`src/rtl/lrcf_pkg.sv`:
```
`timescale 1ns / 1ps
// ----------------------------------------------------------------------------
// lrcf_pkg
// Shared types and constants of the LED ring clock face.
// ----------------------------------------------------------------------------
package lrcf_pkg;

  // fixed field widths
  localparam int HOUR_W = 5;
  localparam int MIN_W  = 6;
  localparam int SEC_W  = 6;
  localparam int CNT_W  = 7;   // led_count register and effective count
  localparam int HM_W   = 10;  // (hour mod 12) * 60 + minute
  localparam int S60_W  = 13;  // minute/second scaled by count
  localparam int S720_W = 17;  // hour-minute scaled by count
  localparam int SPC_W  = 5;   // mark spacing, at most 127 / 4

  localparam int MinCount = 4;
  localparam int MaxCount = 127;

  localparam int StepsPerRev   = 60;
  localparam int HoursPerFace  = 12;
  localparam int StepsHalfDay  = 720;

  // n / 12 == (n * 43) >> 9 for every 7-bit n
  localparam int Div12Mul   = 43;
  localparam int Div12Shift = 9;
  localparam int Div12Q_W   = 4;
  localparam int QuarterShift = 2;

  typedef enum logic [2:0] {
    REG_LED_COUNT   = 3'd0,
    REG_SHOW_SEC    = 3'd1,
    REG_SHOW_MARKS  = 3'd2,
    REG_HOUR_COLOR  = 3'd3,
    REG_MIN_COLOR   = 3'd4,
    REG_SEC_COLOR   = 3'd5,
    REG_MARK_COLOR  = 3'd6,
    REG_BG_COLOR    = 3'd7
  } cfg_reg_e;

  typedef enum logic [1:0] {
    ST_IDLE,
    ST_SETUP,
    ST_RUN
  } state_e;

  typedef struct packed {
    logic load;   // capture the time of day
    logic setup;  // scale hands, derive spacing, clear the LED walk
    logic step;   // produce one LED
  } cmd_t;

  typedef struct packed {
    logic out_free;  // output register can take a new LED
    logic last;      // current LED is the final one of the frame
  } sts_t;

endpackage

```
`src/rtl/lrcf_ctrl.sv`:
```
`timescale 1ns / 1ps
// ----------------------------------------------------------------------------
// lrcf_ctrl
// Frame sequencer: accept a time, run a setup state, then walk the LEDs.
// ----------------------------------------------------------------------------
module lrcf_ctrl (
  input  logic           clk_i,
  input  logic           rst_ni,
  input  logic           in_valid_i,
  output logic           in_ready_o,
  input  lrcf_pkg::sts_t sts_i,
  output lrcf_pkg::cmd_t cmd_o
);
  import lrcf_pkg::*;

  state_e state_q, state_d;

  always_ff @(posedge clk_i or negedge rst_ni) begin
    if (!rst_ni) begin
      state_q <= ST_IDLE;
    end else begin
      state_q <= state_d;
    end
  end

  always_comb begin
    state_d = state_q;
    unique case (state_q)
      ST_IDLE: begin
        if (in_valid_i) state_d = ST_SETUP;
      end
      ST_SETUP: begin
        state_d = ST_RUN;
      end
      ST_RUN: begin
        if (sts_i.out_free && sts_i.last) state_d = ST_IDLE;
      end
      default: state_d = ST_IDLE;
    endcase
  end

  always_comb begin
    in_ready_o = 1'b0;
    cmd_o      = '0;
    unique case (state_q)
      ST_IDLE: begin
        in_ready_o = 1'b1;
        cmd_o.load = in_valid_i;
      end
      ST_SETUP: begin
        cmd_o.setup = 1'b1;
      end
      ST_RUN: begin
        cmd_o.step = sts_i.out_free;
      end
      default: begin
        in_ready_o = 1'b0;
      end
    endcase
  end

endmodule

```
`src/rtl/lrcf_dp.sv`:
```
`timescale 1ns / 1ps
// ----------------------------------------------------------------------------
// lrcf_dp
// Hand scaling, LED walk, hand/mark selection and the output register.
// ----------------------------------------------------------------------------
module lrcf_dp #(
  parameter int IDX_W      = 6,
  parameter int COLOR_BITS = 24
) (
  input  logic                        clk_i,
  input  logic                        rst_ni,
  input  lrcf_pkg::cmd_t              cmd_i,
  output lrcf_pkg::sts_t              sts_o,
  input  logic [lrcf_pkg::HOUR_W-1:0] hour_i,
  input  logic [lrcf_pkg::MIN_W-1:0]  minute_i,
  input  logic [lrcf_pkg::SEC_W-1:0]  second_i,
  input  logic [lrcf_pkg::CNT_W-1:0]  count_i,
  input  logic                        show_sec_i,
  input  logic                        show_marks_i,
  input  logic [COLOR_BITS-1:0]       hour_color_i,
  input  logic [COLOR_BITS-1:0]       minute_color_i,
  input  logic [COLOR_BITS-1:0]       second_color_i,
  input  logic [COLOR_BITS-1:0]       mark_color_i,
  input  logic [COLOR_BITS-1:0]       bg_color_i,
  output logic                        out_valid_o,
  input  logic                        out_ready_i,
  output logic [IDX_W-1:0]            led_index_o,
  output logic [COLOR_BITS-1:0]       color_o,
  output logic                        last_led_o
);
  import lrcf_pkg::*;

  // captured time
  logic [HOUR_W-1:0] hour_q;
  logic [MIN_W-1:0]  min_q;
  logic [SEC_W-1:0]  sec_q;

  // per-frame setup
  logic [S60_W-1:0]  sec_pos_q, min_pos_q;
  logic [S720_W-1:0] hour_pos_q;
  logic [SPC_W-1:0]  spacing_q;
  logic              secs_en_q;

  // LED walk
  logic [CNT_W-1:0]  idx_q;
  logic [S60_W-1:0]  acc60_q;
  logic [S720_W-1:0] acc720_q;
  logic [SPC_W-1:0]  mark_cnt_q;
  logic              flag_q, flag_d;

  // output register
  logic                  out_valid_q;
  logic [IDX_W-1:0]      led_index_q;
  logic [COLOR_BITS-1:0] color_q, color_d;
  logic                  last_q;

  // setup arithmetic
  logic [HOUR_W-1:0]   hour12;
  logic [HM_W-1:0]     hm;
  logic [CNT_W+6-1:0]  div12_prod;
  logic [Div12Q_W-1:0] q12;
  logic [CNT_W-1:0]    r12;
  logic [SPC_W-1:0]    spacing_d;

  always_comb begin
    if (hour_q >= HOUR_W'(2 * HoursPerFace)) begin
      hour12 = hour_q - HOUR_W'(2 * HoursPerFace);
    end else if (hour_q >= HOUR_W'(HoursPerFace)) begin
      hour12 = hour_q - HOUR_W'(HoursPerFace);
    end else begin
      hour12 = hour_q;
    end
    hm         = HM_W'(hour12) * HM_W'(StepsPerRev) + HM_W'(min_q);
    div12_prod = (CNT_W+6)'(count_i) * (CNT_W+6)'(Div12Mul);
    q12        = Div12Q_W'(div12_prod >> Div12Shift);
    r12        = count_i - CNT_W'(q12) * CNT_W'(HoursPerFace);
    if (r12 != '0) begin
      spacing_d = SPC_W'(count_i >> QuarterShift);
    end else begin
      spacing_d = SPC_W'(q12);
    end
  end

  // hand hits: idx * D <= pos < (idx + 1) * D
  logic [S60_W:0]  acc60_nx;
  logic [S720_W:0] acc720_nx;
  logic            hit_h, hit_m, hit_s, is_last;

  assign acc60_nx  = {1'b0, acc60_q} + (S60_W+1)'(StepsPerRev);
  assign acc720_nx = {1'b0, acc720_q} + (S720_W+1)'(StepsHalfDay);
  assign hit_h = (acc720_q <= hour_pos_q) && ({1'b0, hour_pos_q} < acc720_nx);
  assign hit_m = (acc60_q <= min_pos_q) && ({1'b0, min_pos_q} < acc60_nx);
  assign hit_s = (acc60_q <= sec_pos_q) && ({1'b0, sec_pos_q} < acc60_nx);
  assign is_last = (idx_q == count_i - CNT_W'(1));

  always_comb begin
    flag_d = flag_q;
    if (!flag_q && hit_h) begin
      if (hit_m) flag_d = 1'b1;
      color_d = hour_color_i;
    end else begin
      if (hit_h) flag_d = 1'b0;
      priority if (hit_m) begin
        color_d = minute_color_i;
      end else if (secs_en_q && hit_s) begin
        color_d = second_color_i;
      end else if (show_marks_i && mark_cnt_q == '0) begin
        color_d = mark_color_i;
      end else begin
        color_d = bg_color_i;
      end
    end
  end

  always_ff @(posedge clk_i) begin
    if (cmd_i.load) begin
      hour_q <= hour_i;
      min_q  <= minute_i;
      sec_q  <= second_i;
    end
    if (cmd_i.setup) begin
      sec_pos_q  <= S60_W'(sec_q) * S60_W'(count_i);
      min_pos_q  <= S60_W'(min_q) * S60_W'(count_i);
      hour_pos_q <= S720_W'(hm) * S720_W'(count_i);
      spacing_q  <= spacing_d;
      secs_en_q  <= show_sec_i &&
                    (count_i == CNT_W'(StepsPerRev) || count_i == CNT_W'(2 * StepsPerRev));
      idx_q      <= '0;
      acc60_q    <= '0;
      acc720_q   <= '0;
      mark_cnt_q <= '0;
    end else if (cmd_i.step) begin
      idx_q      <= idx_q + CNT_W'(1);
      acc60_q    <= S60_W'(acc60_nx);
      acc720_q   <= S720_W'(acc720_nx);
      mark_cnt_q <= (mark_cnt_q == spacing_q - SPC_W'(1)) ? '0 : mark_cnt_q + SPC_W'(1);
      led_index_q <= IDX_W'(idx_q);
      color_q     <= color_d;
      last_q      <= is_last;
    end
  end

  always_ff @(posedge clk_i or negedge rst_ni) begin
    if (!rst_ni) begin
      flag_q      <= 1'b0;
      out_valid_q <= 1'b0;
    end else begin
      if (cmd_i.step) begin
        flag_q      <= flag_d;
        out_valid_q <= 1'b1;
      end else if (out_ready_i) begin
        out_valid_q <= 1'b0;
      end
    end
  end

  assign sts_o.out_free = !out_valid_q || out_ready_i;
  assign sts_o.last     = is_last;

  assign out_valid_o = out_valid_q;
  assign led_index_o = led_index_q;
  assign color_o     = color_q;
  assign last_led_o  = last_q;

endmodule

```
`src/rtl/led_ring_clock_face_top.sv`:
```
`timescale 1ns / 1ps
// ----------------------------------------------------------------------------
// led_ring_clock_face_top
// Renders a time of day onto an LED ring as one color per LED.
// ----------------------------------------------------------------------------
// Usage:
//   Input channel (in_valid_i/in_ready_o) carries one time of day: hour,
//   minute, second. Each transfer produces one frame: n output transfers
//   (out_valid_o/out_ready_i), LED 0 .. n-1 in order, last_led_o set on the
//   final one. n is led_count clamped to 4 .. min(MAX_LEDS, 127).
//   The time is captured first, then a setup state scales the hand
//   positions and derives the hour mark spacing, and the LED walk starts.
//   After that one LED per cycle while the receiver takes them; the next
//   time is taken as soon as the final LED sits in the output register.
//   A stalled receiver holds the output register and freezes the LED walk.
//   Configuration: cfg_we_i writes cfg_wdata_i to register cfg_idx_i;
//   write only between frames.
//   Reset loads the default register values, clears the output valid bit
//   and the hour/minute alternation flag.
// ----------------------------------------------------------------------------
module led_ring_clock_face_top #(
  parameter int MAX_LEDS   = 64,
  parameter int COLOR_BITS = 24,
  localparam int IDX_W     = $clog2(MAX_LEDS),
  localparam int CFG_W     = (COLOR_BITS > lrcf_pkg::CNT_W) ? COLOR_BITS : lrcf_pkg::CNT_W
) (
  input  logic                        clk_i,
  input  logic                        rst_ni,
  // configuration
  input  logic                        cfg_we_i,
  input  logic [2:0]                  cfg_idx_i,
  input  logic [CFG_W-1:0]            cfg_wdata_i,
  // time input
  input  logic                        in_valid_i,
  output logic                        in_ready_o,
  input  logic [lrcf_pkg::HOUR_W-1:0] hour_i,
  input  logic [lrcf_pkg::MIN_W-1:0]  minute_i,
  input  logic [lrcf_pkg::SEC_W-1:0]  second_i,
  // LED output
  output logic                        out_valid_o,
  input  logic                        out_ready_i,
  output logic [IDX_W-1:0]            led_index_o,
  output logic [COLOR_BITS-1:0]       color_o,
  output logic                        last_led_o
);
  import lrcf_pkg::*;

  localparam int MaxEff  = (MAX_LEDS < MaxCount) ? MAX_LEDS : MaxCount;
  localparam int ColKeep = (COLOR_BITS < 24) ? COLOR_BITS : 24;

  // register bank
  logic [CNT_W-1:0]      led_count_q;
  logic                  show_sec_q, show_marks_q;
  logic [COLOR_BITS-1:0] hour_color_q, min_color_q, sec_color_q, mark_color_q, bg_color_q;
  logic [COLOR_BITS-1:0] color_wr;
  cfg_reg_e              cfg_reg;

  // colors keep only the low min(COLOR_BITS, 24) bits of a write
  assign color_wr = COLOR_BITS'(cfg_wdata_i[ColKeep-1:0]);
  assign cfg_reg  = cfg_reg_e'(cfg_idx_i);

  always_ff @(posedge clk_i or negedge rst_ni) begin
    if (!rst_ni) begin
      led_count_q  <= CNT_W'(60);
      show_sec_q   <= 1'b1;
      show_marks_q <= 1'b1;
      hour_color_q <= COLOR_BITS'(24'hFF0000);
      min_color_q  <= COLOR_BITS'(24'h00FF00);
      sec_color_q  <= COLOR_BITS'(24'h0000FF);
      mark_color_q <= COLOR_BITS'(24'h404040);
      bg_color_q   <= '0;
    end else if (cfg_we_i) begin
      unique case (cfg_reg)
        REG_LED_COUNT:  led_count_q  <= cfg_wdata_i[CNT_W-1:0];
        REG_SHOW_SEC:   show_sec_q   <= cfg_wdata_i[0];
        REG_SHOW_MARKS: show_marks_q <= cfg_wdata_i[0];
        REG_HOUR_COLOR: hour_color_q <= color_wr;
        REG_MIN_COLOR:  min_color_q  <= color_wr;
        REG_SEC_COLOR:  sec_color_q  <= color_wr;
        REG_MARK_COLOR: mark_color_q <= color_wr;
        REG_BG_COLOR:   bg_color_q   <= color_wr;
        default: ;
      endcase
    end
  end

  // effective LED count; the stored register keeps its written bits
  logic [CNT_W-1:0] count;
  always_comb begin
    if (led_count_q < CNT_W'(MinCount)) begin
      count = CNT_W'(MinCount);
    end else if (led_count_q > CNT_W'(MaxEff)) begin
      count = CNT_W'(MaxEff);
    end else begin
      count = led_count_q;
    end
  end

  cmd_t cmd;
  sts_t sts;

  lrcf_ctrl u_ctrl (
    .clk_i      (clk_i),
    .rst_ni     (rst_ni),
    .in_valid_i (in_valid_i),
    .in_ready_o (in_ready_o),
    .sts_i      (sts),
    .cmd_o      (cmd)
  );

  lrcf_dp #(
    .IDX_W      (IDX_W),
    .COLOR_BITS (COLOR_BITS)
  ) u_dp (
    .clk_i          (clk_i),
    .rst_ni         (rst_ni),
    .cmd_i          (cmd),
    .sts_o          (sts),
    .hour_i         (hour_i),
    .minute_i       (minute_i),
    .second_i       (second_i),
    .count_i        (count),
    .show_sec_i     (show_sec_q),
    .show_marks_i   (show_marks_q),
    .hour_color_i   (hour_color_q),
    .minute_color_i (min_color_q),
    .second_color_i (sec_color_q),
    .mark_color_i   (mark_color_q),
    .bg_color_i     (bg_color_q),
    .out_valid_o    (out_valid_o),
    .out_ready_i    (out_ready_i),
    .led_index_o    (led_index_o),
    .color_o        (color_o),
    .last_led_o     (last_led_o)
  );

endmodule
```
`config.mk`:
```
export PLATFORM = sky130hd
export DESIGN_NAME = led_ring_clock_face_top
export DESIGN_NICKNAME = d
export VERILOG_FILES = /design/src/rtl/lrcf_pkg.sv /design/src/rtl/lrcf_ctrl.sv /design/src/rtl/lrcf_dp.sv /design/src/rtl/led_ring_clock_face_top.sv
export SDC_FILE = /design/constraint.sdc
export NUM_CORES = 1
export LEC_CHECK = 0
export BUFFER_PORTS_ARGS = -buffer_cell sky130_fd_sc_hd__buf_4
export CAP_MARGIN = 20
export CORE_ASPECT_RATIO = 0.75
export CORE_UTILIZATION = 41
export CTS_CLUSTER_SIZE = 12
export DETAILED_ROUTE_END_ITERATION = 6
export PLACE_DENSITY_LB_ADDON = 0.2
export SETUP_SLACK_MARGIN = 0.4
export SYNTH_ARGS = -nofsm -noshare
export SYNTH_HDL_FRONTEND = slang
export SYNTH_SLANG_ARGS = --single-unit
export TNS_END_PERCENT = 5
```
`constraint.sdc`:
```
create_clock -name clk_i -period 12.6 [get_ports clk_i]
set_clock_uncertainty 0.2 [all_clocks]
set_input_delay 3.15 -clock clk_i [delete_from_list [all_inputs] [get_ports clk_i]]
set_output_delay 3.15 -clock clk_i [all_outputs]
set_load 0.05 [all_outputs]
```
=== Yosys cells after proc, flatten, opt, wreduce, memory -nomap -nowiden ===
Cells that the tools add are included.

* Flip-flop bits (word level): 272
* Input bits: 49
* Output and inout bits: 33
* Word-level logic and storage cells: 121

* Add/subtract/negate cells: 10
* Multipliers: 6
* Order comparisons: 10
* Equality and inequality tests: 16
* Muxes and demuxes: 22
* Bitwise gates (word level): 1
* Reduce and logical (&&, ||, !) cells: 29

{| class="wikitable"
|+ Operators by type and width
! kind !! number
|-
| 2-to-1 mux 24 bit || 4
|-
| < comparator 13 x 14 -> 1 bit || 2
|-
| <= comparator 13 bit || 2
|-
| multiplier 6 x 7 -> 13 bit || 2
|-
| AND reduction 2 bit || 10
|-
| adder 17 x 10 -> 18 bit, second input constant || 1
|-
| < comparator 17 x 18 -> 1 bit || 1
|-
| <= comparator 17 bit || 1
|-
| multiplier 10 x 7 -> 17 bit || 1
|-
| 2-to-1 mux 5 bit || 3
|-
| adder 13 x 6 -> 14 bit, second input constant || 1
|-
| 2-to-1 mux 7 bit || 2
|-
| multiplier 7 x 6 -> 13 bit, second input constant || 1
|-
| == test 3 bit, second input constant || 4
|-
| adder 10 x 6 -> 10 bit || 1
|-
| 2-to-1 mux 1 bit || 9
|-
| logical AND 1 bit || 8
|-
| multiplier 5 x 4 -> 8 bit, second input constant || 1
|-
| adder 7 x 1 -> 7 bit, second input constant || 1
|-
| == test 7 x 6 -> 1 bit, second input constant || 1
|-
| == test 7 bit || 1
|-
| == test 7 bit, second input constant || 1
|-
| greater-than comparator 7 bit, second input constant || 1
|-
| < comparator 7 x 3 -> 1 bit, second input constant || 1
|-
| other kinds (28) || 34
|}

=== Logic depth before layout (Yosys ltp) ===
Gate-level depths: netlist of run 1.

* Depth after elaboration: 8
* Depth in mapped cells: 32
* Depth with buffers taken out: 32

=== Modules after synthesis ===
From an unflattened synthesis of run 1, not the netlist that was laid out.

* Cells, all modules: 1758
* Area, all modules: 19500.0 µm²

{| class="wikitable"
|+ By module, submodules not included
! module !! times used !! cells an instance !! area each (µm²) !! sequential area each (µm²)
|-
| lrcf_dp || 1 || 1457 || 14278.7 || 3623.5
|-
| led_ring_clock_face_top || 1 || 291 || 5124.9 || 3269.4
|-
| lrcf_ctrl || 1 || 10 || 96.3 || 50.0
|}

=== Worst setup path before layout of run 1 ===
Ideal clock, no wire load.

* Path kind: register -> register
* From: register u_dp.hour_q[3]
* To: register u_dp.hour_pos_q[16] (data pin)
* Setup time: 0.265 ns
* Arrival time: 7.771 ns
* Required time: 12.135 ns
* Path slack: 4.363 ns
* Cell stages (with the launch flop): 31
* Path buffers: 0
* Clock period less this slack: 8.237 ns
* Path through: edfxtp_1 ha_1 a221oi_1 nor2_1 xnor2_1 inv_1 fa_1 fa_1 inv_1 fa_1 inv_1 ha_1 nor2b_1 o21a_1 xnor2_1 nor2_1 fa_1 inv_1 fa_1 inv_1 fa_1 inv_1 fa_1 inv_1 ha_1 a21o_1 a31oi_1 o21ai_1 o21ba_2 and4_1 or3_1

* Cells in the longest elaborated chain, start to end: 6
* Elaborated cells between the ends (all ways): 9
* Those cells by class: add/sub: 3; mul: 2; order compare: 2; mux: 2

{| class="wikitable"
|+ RTL lines
! what !! RTL line !! source
|-
| from (decl) || lrcf_dp.sv:34 || <nowiki>logic [HOUR_W-1:0] hour_q;</nowiki>
|-
| from (signal assigned) || lrcf_dp.sv:117 || <nowiki>hour_q <= hour_i;</nowiki>
|-
| subtractor 5 x 4 -> 5 bit or greater-or-equal comparator 5 x 4 -> 1 bit (tied branches) || lrcf_dp.sv:69, lrcf_dp.sv:68 ||
|-
| 2-to-1 mux 5 bit || lrcf_dp.sv:68 || <nowiki>end else if (hour_q >= HOUR_W'(HoursPerFace)) begin</nowiki>
|-
| 2-to-1 mux 5 bit (*) || lrcf_dp.sv:66 || <nowiki>if (hour_q >= HOUR_W'(2 * HoursPerFace)) begin</nowiki>
|-
| multiplier 5 x 4 -> 8 bit (*) || lrcf_dp.sv:73 || <nowiki>hm = HM_W'(hour12) * HM_W'(StepsPerRev) + HM_W'(min_q);</nowiki>
|-
| adder 10 x 6 -> 10 bit (*) || lrcf_dp.sv:73 ||
|-
| multiplier 10 x 7 -> 17 bit (*) || lrcf_dp.sv:124 || <nowiki>hour_pos_q <= S720_W'(hm) * S720_W'(count_i);</nowiki>
|-
| to (signal assigned) || lrcf_dp.sv:124 ||
|-
| to (decl) || lrcf_dp.sv:40 || <nowiki>logic [S720_W-1:0] hour_pos_q;</nowiki>
|}

Every way passes the cells marked *; elsewhere a longest branch is shown, timed or not.
A chain may end at the register's enable or synchronous reset.

=== Final worst setup path of run 1 ===
Ends and elaborated chain as after synthesis.

==> results of run 1 <==
registers in the layout, indices dropped and copies added (netlist names), 5 cells and up:
signal            cells
bg_color_q           24
hour_color_q         24
mark_color_q         24
min_color_q          24
sec_color_q          24
u_dp.color_o         24
u_dp.hour_pos_q      17
u_dp.acc720_q        13
u_dp.sec_pos_q       13
u_dp.acc60_q         11
u_dp.min_pos_q       11
led_count_q           7
u_dp.idx_q            7
u_dp.led_index_o      6
u_dp.min_q            6
u_dp.sec_q            6
u_dp.hour_q           5
u_dp.mark_cnt_q       5
u_dp.spacing_q        5
worst paths after layout:
path | to | depth (start not counted)
hold / removal | bg_color_q[22] | 1
max in group asynchronous | bg_color_q[8] | 2
setup / recovery | u_dp.hour_pos_q[16] | 30
hold reg to reg | bg_color_q[22] | 1
setup reg to reg | u_dp.hour_pos_q[16] | 30
min in group asynchronous | min_color_q[17] | 1
synthesized netlist by cell type, types with 38 or more instances:
cell type and number:
nor3_2 41, a21oi_1 46, inv_1 206, xnor2_1 61
ha_1 220, clkbuf_1 38, and2_1 41, fa_1 93
o21ai_0 52, edfxtp_1 95, nor2_1 79, nand2_1 98
dfrtp_1 100, mux2_2 128
critical path, delay by kind of cell (launching register included):
family          cells  cell delay (ps)
flops               1              490
buf+inv             7              450
compound gates      6             1320
simple gates        5              950
fa+ha+maj          10             4450
xor+xnor            2              760
metrics by stage:
step / util (%) / worst slack (ps)
floorplan: - / 4363
global placement: 44.72 / 3969
detailed placement: 44.84 / 3754
CTS: 47.04 / 3747
global route: 47.05 / 3199
finish: 47.05 / 3731
cell type report:
cell class	count	area, µm²	share of cell area, %
Inverter	211	792.0	3.617
Tap cell	630	788.3	3.600
Multi-Input combinational cell	1248	11510	52.58
Clock inverter	10	91.34	0.4171
Clock buffer	46	933.4	4.262
Sequential cell	264	6943	31.70
Timing Repair Buffer	106	837.1	3.822
routing by layer:
metal	wire length, µm	global-route usage, %
met5	0	0
met1	22720	28.31
met4	852	4.425
met3	2065	3.077
met2	19730	29.40
cell families after synthesis:
family | Yosys count
AND/OR/NAND/NOR | 439
adder cells (fa/ha/maj) | 313
buffers and inverters | 269
AO/OA/AOI/OAI | 266
flip-flops | 264
multiplexers | 134
XOR/XNOR | 96
==> out/results.txt, run 1 <==
Status = complete, no violations
Nets@finish = 2223
Min Clock Period, post-route = 8869 ps
Most frequent cells in the layout = ha_1, inv_1, mux2_2, buf_4, dfrtp_1
Number of flops mapped to enable cells by yosys = 95
R2R Path Start = u_dp.hour_q[3]
Die W = 254.1 µm
Post-synth top area cell = edfxtp_1
Min-Delay Path Class = reg2reg
Clock slew at reported path FFs = 60 ps
Vias in the first global route = 13652
Number of max-cap violations = 0
Final WL = 45360 µm
Post-Synth Adder-Cell Area = 23.61%
Final Setup Violations = 0
Placement Rows = 68
Root Driver = clkbuf_16
Layout cells sized above 1 = 21.59%
RSZ-0062 raised after global routing = false
CP Launch Type = flop
Drt via density = 5.282
Synth Area in Compound Gates = 10.45%
R2r setup slk = 3730 ps
Worst Path Required = 12720 ps
Xor and xnor area share after synthesis = 4.449%
Mapped Cells = 1781
Core footprint = 0.04654 mm²
Port bufs = 81
CP Max Fanout = 7
Post-CTS Resized = 0
Ys async rst share = 50.38%
Fmax achieved = 112.8 MHz
Post-route DRC = 0
Initial antenna violation count = 1
Die Y = 191.1 µm
Mapped Area = 0.01955 mm²
Placed insts = 2458
Multiplexer share of the synthesized area = 7.688%
Critical Path Sink Type = flop
Period utilization = 70.39%
Skew-Pair Late Insertion Delay = 580 ps
Slew margin rel. = 27.52%
CP Launch Point = u_dp.hour_q[3]
DRT Pass-1 Iters = 5
Area Growth Syn to Fin = 12.03%
Post-DP Area = 0.02087 mm²
Routed Antenna Nets = 0
Overflow after GRT = 0
Final HPWL DP = 32430 µm
Register area share after synthesis = 35.52%
Total CTS buffers = 30
Top post-synthesis cells by area = edfxtp_1, ha_1, dfrtp_1, fa_1, mux2_2
Post-CTS Setup Bufs = 0
Slowest cell on crit path = fa_1
Design area = 0.02190 mm²
Ys Warns = 0
Initial Utilization = 42.00%
Post-Syn Area per Cell = 10.97 µm²
Largest net degree at the start of global routing = 77
Hold_buf cts = 0
Cell Count, Final, Fillers Out = 2515
Tightest Pin Transition = 1087 ps
# diodes = 0
CP arrival = 8990 ps
Final Wtd Congestion = 0.8566
Final hold viol count = 0
CTS tree = done
Fin. max-slew vios = 0
Setup TNS = 0 ps
Critical path's largest stage delay = 530 ps
Crit Path Class = reg2reg
CTS sink cnt = 264
First-pass GRT wire length = 73660 µm
Most common cell after layout, fill and taps aside = ha_1
Primary FF master, synth = dfrtp_1
Yosys top cell area share = 14.59%
WHS = 294.1 ps
CTS Buffer Depth = 3
IO Pins = 82
Netlist cell types = 82
Drt initial violations = 712
Via count = 13283
Filler cells = 4288
Total GRT Usage = 19.22%
Synthesized Nets = 2143
H-tree depth = 1
Hold Startpoint = bg_color_q[22]
Seq cells post-synth = 264
Die footprint = 0.04856 mm²
Main combinational cell family by area after synthesis = adder cells
DR WL/cell = 18.04 µm
Simple-Gate Fraction of Synth Area = 12.54%
Power of run 1 is left out: the tool's default activity adds up to more than one toggle a clock period on the data nets, which glitch-free logic cannot reach.
==> inputs of run 2 (changes only) <==
- clock period: 12.6 -> 7.6 ns (I/O delays scaled with it)
==> run 2 against run 1 <==
Net effect: the flow now finishes with violations (setup timing); register-to-register slack worse by 4100 ps; utilization is 1.4 points higher; flip-flop and latch count is the same; non-clock buffer count up 53; critical path depth grew 1; count of clock-buffer cells in the layout shrank 2; die area did not move; fmax up 12%; sequential share of layout area decreased by 0.93 points; cell count increased by 2.2%; first-iteration DRC count shrank 5.6%; cell area grew 3.0%; largest cell class unchanged.
==> out/results.txt, run 2 (synthesis results as in run 1) <==
Die footprint = 0.04856 mm² (unchanged)
Slowest cell on crit path = fa_1 (unchanged)
Final WL = 46050 µm (was 45360 µm)
First-pass GRT wire length = 74950 µm (was 73660 µm)
Die Y = 191.1 µm (unchanged)
Area used by multi-input combinational logic = 0.01176 mm² (was 0.01151 mm²)
RSZ-0062 raised after global routing = true (was false)
Filler cells = 4215 (was 4288)
Die W = 254.1 µm (unchanged)
Final Wtd Congestion = 0.8316 (was 0.8566)
Critical path's largest stage delay = 540 ps (was 530 ps)
Port bufs = 81 (unchanged)
DRT Pass-1 Iters = 5 (unchanged)
Worst Path Required = 7730 ps (was 12720 ps)
Total GRT Usage = 19.57% (was 19.22%)
Dpl ws = -412.0 ps (was 3754 ps)
CTS sink cnt = 264 (unchanged)
Core footprint = 0.04654 mm² (unchanged)
# diodes = 0 (unchanged)
Post-DP Area = 0.02125 mm² (was 0.02087 mm²)
Drt initial violations = 672 (was 712)
Tightest Pin Transition = 1087 ps (about the same)
Fin. max-slew vios = 0 (unchanged)
Post-route DRC = 0 (unchanged)
Total CTS buffers = 31 (was 30)
Clock slew at reported path FFs = 60 ps (about the same)
Fmax achieved = 126.0 MHz (was 112.8 MHz)
Overflow after GRT = 0 (unchanged)
Period utilization = 104.4% (was 70.39%)
CP Launch Type = flop (unchanged)
Hold_buf cts = 0 (unchanged)
Placement Rows = 68 (unchanged)
Final HPWL DP = 32700 µm (was 32430 µm)
Largest net degree at the start of global routing = 71 (was 77)
Status = finished, violations left (was complete, no violations)
Crit Path Class = reg2reg (unchanged)
Initial Utilization = 42.00% (unchanged)
Root Driver = clkbuf_16 (unchanged)
Sequential cell area = 0.006943 mm² (unchanged)
Design area = 0.02256 mm² (was 0.02190 mm²)
Cell mode on critical path = fa_1
Nets@finish = 2277 (was 2223)
CP arrival = 8070 ps (was 8990 ps)
CTS tree = done (unchanged)
IO Pins = 82 (unchanged)
Routed Antenna Nets = 0 (unchanged)
Number of max-cap violations = 0 (unchanged)
Failing checks = setup timing
Drt via density = 5.256 (was 5.282)
Slew margin rel. = 27.57% (was 27.52%)
Via count = 13509 (was 13283)
Final setup margin = -334.9 ps (was 3731 ps)
Area Growth Syn to Fin = 15.41% (was 12.03%)
Most common cell after layout, fill and taps aside = ha_1 (unchanged)
Initial antenna violation count = 1 (unchanged)
Skew-Pair Late Insertion Delay = 590 ps (was 580 ps)
Most frequent cells in the layout = ha_1, inv_1, buf_4, mux2_2, dfrtp_1 (was ha_1, inv_1, mux2_2, buf_4, dfrtp_1)
Min Clock Period, post-route = 7935 ps (was 8869 ps)
DR WL/cell = 17.92 µm (was 18.04 µm)
Final hold viol count = 0 (unchanged)
CTS Buffer Depth = 3 (unchanged)
Critical Path Sink Type = flop (unchanged)
Min-Delay Path Class = reg2reg (unchanged)
CP Max Fanout = 5 (was 7)
Vias in the first global route = 13735 (was 13652)
H-tree depth = 1 (unchanged)
Layout cells sized above 1 = 25.82% (was 21.59%)
Final Setup Violations = 3 (was 0)
## run 2: cell count changes in the layout (fill, tap and decap cells not counted), moves of 5 or more
cell,previous run,this run
ha_4,0,6
xnor2_2,0,5
nor2_1,79,74
inv_1,206,199
inv_2,3,9
xnor2_1,61,56
buf_4,102,153
ha_1,220,213
## run 2: cell type report
type / count / share of cell area, %
clock inverters: 14 / 0.5435
inverters: 211 / 3.533
repair buffers: 159 / 5.552
flip-flops and latches: 264 / 30.78
well taps: 630 / 3.494
multi-input cells: 1248 / 52.13
clock buffers: 44 / 3.971
## run 2: through the flow
step           utilization, %  hold WS, ps  TNS, ps  cells
2_1_floorplan               -        270.5   -300.2   1781
3_3_place_gp            45.62        279.3   -443.6   2500
3_5_place_dp            45.65        285.0   -854.8   2501
4_1_cts                 48.12        298.9   -682.1   2563
5_1_grt                 48.47        312.8    -2297   2570
6_report                48.47        294.8   -621.2   2570
## run 2: layer usage
layer | GRT usage (%) | wire (µm) | up-vias
met2 | 29.84 | 19800 | 234
met5 | 0 | 13 | -
met3 | 3.254 | 2024 | 60
li1 | - | - | 6522
met4 | 4.333 | 907 | 2
met1 | 28.90 | 23300 | 6691
## run 2: critical path, delay by kind of cell (launching register included)
kind                     cells  cell delay, ps
adder cells (fa/ha/maj)     10            4120
AND/OR/NAND/NOR              6             960
AO/OA/AOI/OAI                5            1000
flip-flops                   1             510
buffers and inverters        8             510
XOR/XNOR                     2             380
## run 2: timing repair
item	4_1_cts	5_1_grt
resized for setup	20	20
endpoints found under the setup margin	11	13
setup buffers	4	4
pin swaps	13	13
## run 2: final timing paths
kind / endpoint / start / slack, ps / cells after the start
max: u_dp.hour_pos_q[16] / u_dp.hour_q[3] / -330 / 31
min: bg_color_q[18] / bg_color_q[18] / 290 / 1
max reg2reg: u_dp.hour_pos_q[16] / u_dp.hour_q[3] / -330 / 31
min reg2reg: bg_color_q[18] / bg_color_q[18] / 290 / 1
max in group asynchronous: hour_color_q[7] / rst_ni / 4770 / 2
min in group asynchronous: sec_color_q[17] / rst_ni / 1110 / 1
Power of run 2 is left out for the same reason.
==> inputs of run 3 (changes only) <==
- BUFFER_PORTS_ARGS: -buffer_cell sky130_fd_sc_hd__buf_4 -> unset
- DONT_BUFFER_PORTS: unset -> 1
==> run 3 against run 2 <==
Net effect: flip-flop and latch count unchanged; critical path type unchanged; register-to-register slack got worse by 120 ps; the flow still finishes with violations (setup timing); via count fell by 3.2%.
==> out/results.txt, run 3 (synthesis results as in run 1) <==
CTS sink cnt = 264 (unchanged)
Initial antenna violation count = 1 (unchanged)
Die footprint = 0.04856 mm² (unchanged)
Slew margin rel. = 30.96% (was 27.57%)
Min Clock Period, post-route = 8059 ps (was 7935 ps)
Placed insts = 2419 (was 2501)
WP buf/inv = 9 (was 8)
CTS tree = done (unchanged)
Final HPWL DP = 32740 µm (was 32700 µm)
H-tree depth = 1 (unchanged)
Final WL = 45300 µm (was 46050 µm)
Placement Rows = 68 (unchanged)
Min-Delay Path Class = reg2reg (unchanged)
First-pass GRT wire length = 73310 µm (was 74950 µm)
Worst Path Required = 7720 ps (was 7730 ps)
Number of max-cap violations = 0 (unchanged)
Largest net degree at the start of global routing = 134 (was 71)
RSZ-0062 raised after global routing = true (unchanged)
CP arrival = 8170 ps (was 8070 ps)
Period utilization = 106.0% (was 104.4%)
Cell family with most CP delay = adder cells (unchanged)
Port bufs = 0 (was 81)
Die W = 254.1 µm (unchanged)
Final hold viol count = 0 (unchanged)
DR WL/cell = 18.28 µm (was 17.92 µm)
Wire length on met2 = 19360 µm (was 19800 µm)
Total GRT Usage = 19.12% (was 19.57%)
Clock slew at reported path FFs = 60 ps (about the same)
Tightest Pin Transition = 1036 ps (was 1087 ps)
Cell mode on critical path = fa_1 (unchanged)
Via count = 13081 (was 13509)
Layout cells sized above 1 = 21.86% (was 25.82%)
DRT Pass-1 Iters = 5 (unchanged)
Die Y = 191.1 µm (unchanged)
Overflow after GRT = 0 (unchanged)
Slowest cell on crit path = fa_1 (unchanged)
Met3 WL post-DR = 1781 µm (was 2024 µm)
Most common cell after layout, fill and taps aside = ha_1 (unchanged)
# diodes = 0 (unchanged)
Fmax achieved = 124.1 MHz (was 126.0 MHz)
Post-route DRC = 0 (unchanged)
Fin. max-slew vios = 0 (unchanged)
Core footprint = 0.04654 mm² (unchanged)
Critical path's largest stage delay = 600 ps (was 540 ps)
CP Launch Type = flop (unchanged)
CP Max Fanout = 5 (unchanged)
CTS Buffer Depth = 3 (unchanged)
Final Wtd Congestion = 0.8177 (was 0.8316)
Area Growth Syn to Fin = 11.12% (was 15.41%)
Status = finished, violations left (unchanged)
Drt via density = 5.279 (was 5.256)
Nets@finish = 2187 (was 2277)
Final setup margin = -459.0 ps (was -334.9 ps)
Initial Utilization = 42.00% (unchanged)
Root Driver = clkbuf_16 (unchanged)
Routed Antenna Nets = 0 (unchanged)
IO Pins = 82 (unchanged)
Final Setup Violations = 6 (was 3)
Hold_buf cts = 0 (unchanged)
Vias in the first global route = 13241 (was 13735)
Failing checks = setup timing (unchanged)
Total CTS buffers = 29 (was 31)
Crit Path Class = reg2reg (unchanged)
M1 WL = 23210 µm (was 23300 µm)
Skew-Pair Late Insertion Delay = 580 ps (was 590 ps)
Uppermost routed layer = met4 (was met5)
Cell Count, Final, Fillers Out = 2478 (was 2570)
Most frequent cells in the layout = ha_1, inv_1, mux2_2, dfrtp_1, nand2_1 (was ha_1, inv_1, buf_4, mux2_2, dfrtp_1)
Drt initial violations = 773 (was 672)
Critical Path Sink Type = flop (unchanged)
==> run 3: area by class of cell <==
class                           instances  area, µm²
Multi-Input combinational cell       1248      11770
Sequential cell                       264       6943
Tap cell                              630      788.3
Timing Repair Buffer                   71      553.0
Inverter                              211      792.0
Clock inverter                         11      78.83
Clock buffer                           43      798.3
Fill cell                            4279      24820
==> run 3: stage by stage <==
stage          hold WS (ps)  TNS, ps  instance area [µm²]  util (%)  worst slack [ps]
3_3_place_gp          278.3   -514.0                20620     44.31            -318.4
4_1_cts               299.0   -737.5                21550     46.31            -373.2
6_report              296.5    -1424                21720     46.67            -459.0
3_5_place_dp          284.9   -910.6                20620     44.31            -403.6
2_1_floorplan         270.5   -300.2                19630         -            -264.8
5_1_grt               314.8    -3279                21720     46.67            -728.3
==> run 3: worst reg2reg max path: cells and delay by family, from the launching register on <==
kind            cells  cell delay [ps]
fa+ha+maj          10             4380
xor+xnor            2              410
flops               1              520
buf+inv             9              650
simple gates        6              740
compound gates      4              910
==> run 3: timing repair <==
action	in CTS	in global routing
gates resized for setup	14	23
setup buffers	0	4
hold endpoints to repair	0	0
endpoints found under the setup margin	11	13
pin swaps	0	26
==> run 3: worst paths after layout <==
check / startpoint / end / slack, ps / depth (start not counted)
hold / removal: bg_color_q[3] / bg_color_q[3] / 300 / 1
max in group asynchronous: rst_ni / min_color_q[8] / 6060 / 0
setup reg to reg: u_dp.hour_q[3] / u_dp.hour_pos_q[16] / -460 / 31
hold reg to reg: bg_color_q[3] / bg_color_q[3] / 300 / 1
min in group asynchronous: rst_ni / sec_color_q[17] / 820 / 0
setup / recovery: u_dp.hour_q[3] / u_dp.hour_pos_q[16] / -460 / 31
==> run 3: layer usage <==
layer  vias to the layer above  global-route usage (%)
met5                         -                       0
met2                       186                   28.74
met3                        54                   3.050
li1                       6360                       -
met1                      6481                   28.68
met4                         0                   4.124
Power of run 3 is left out for the same reason.
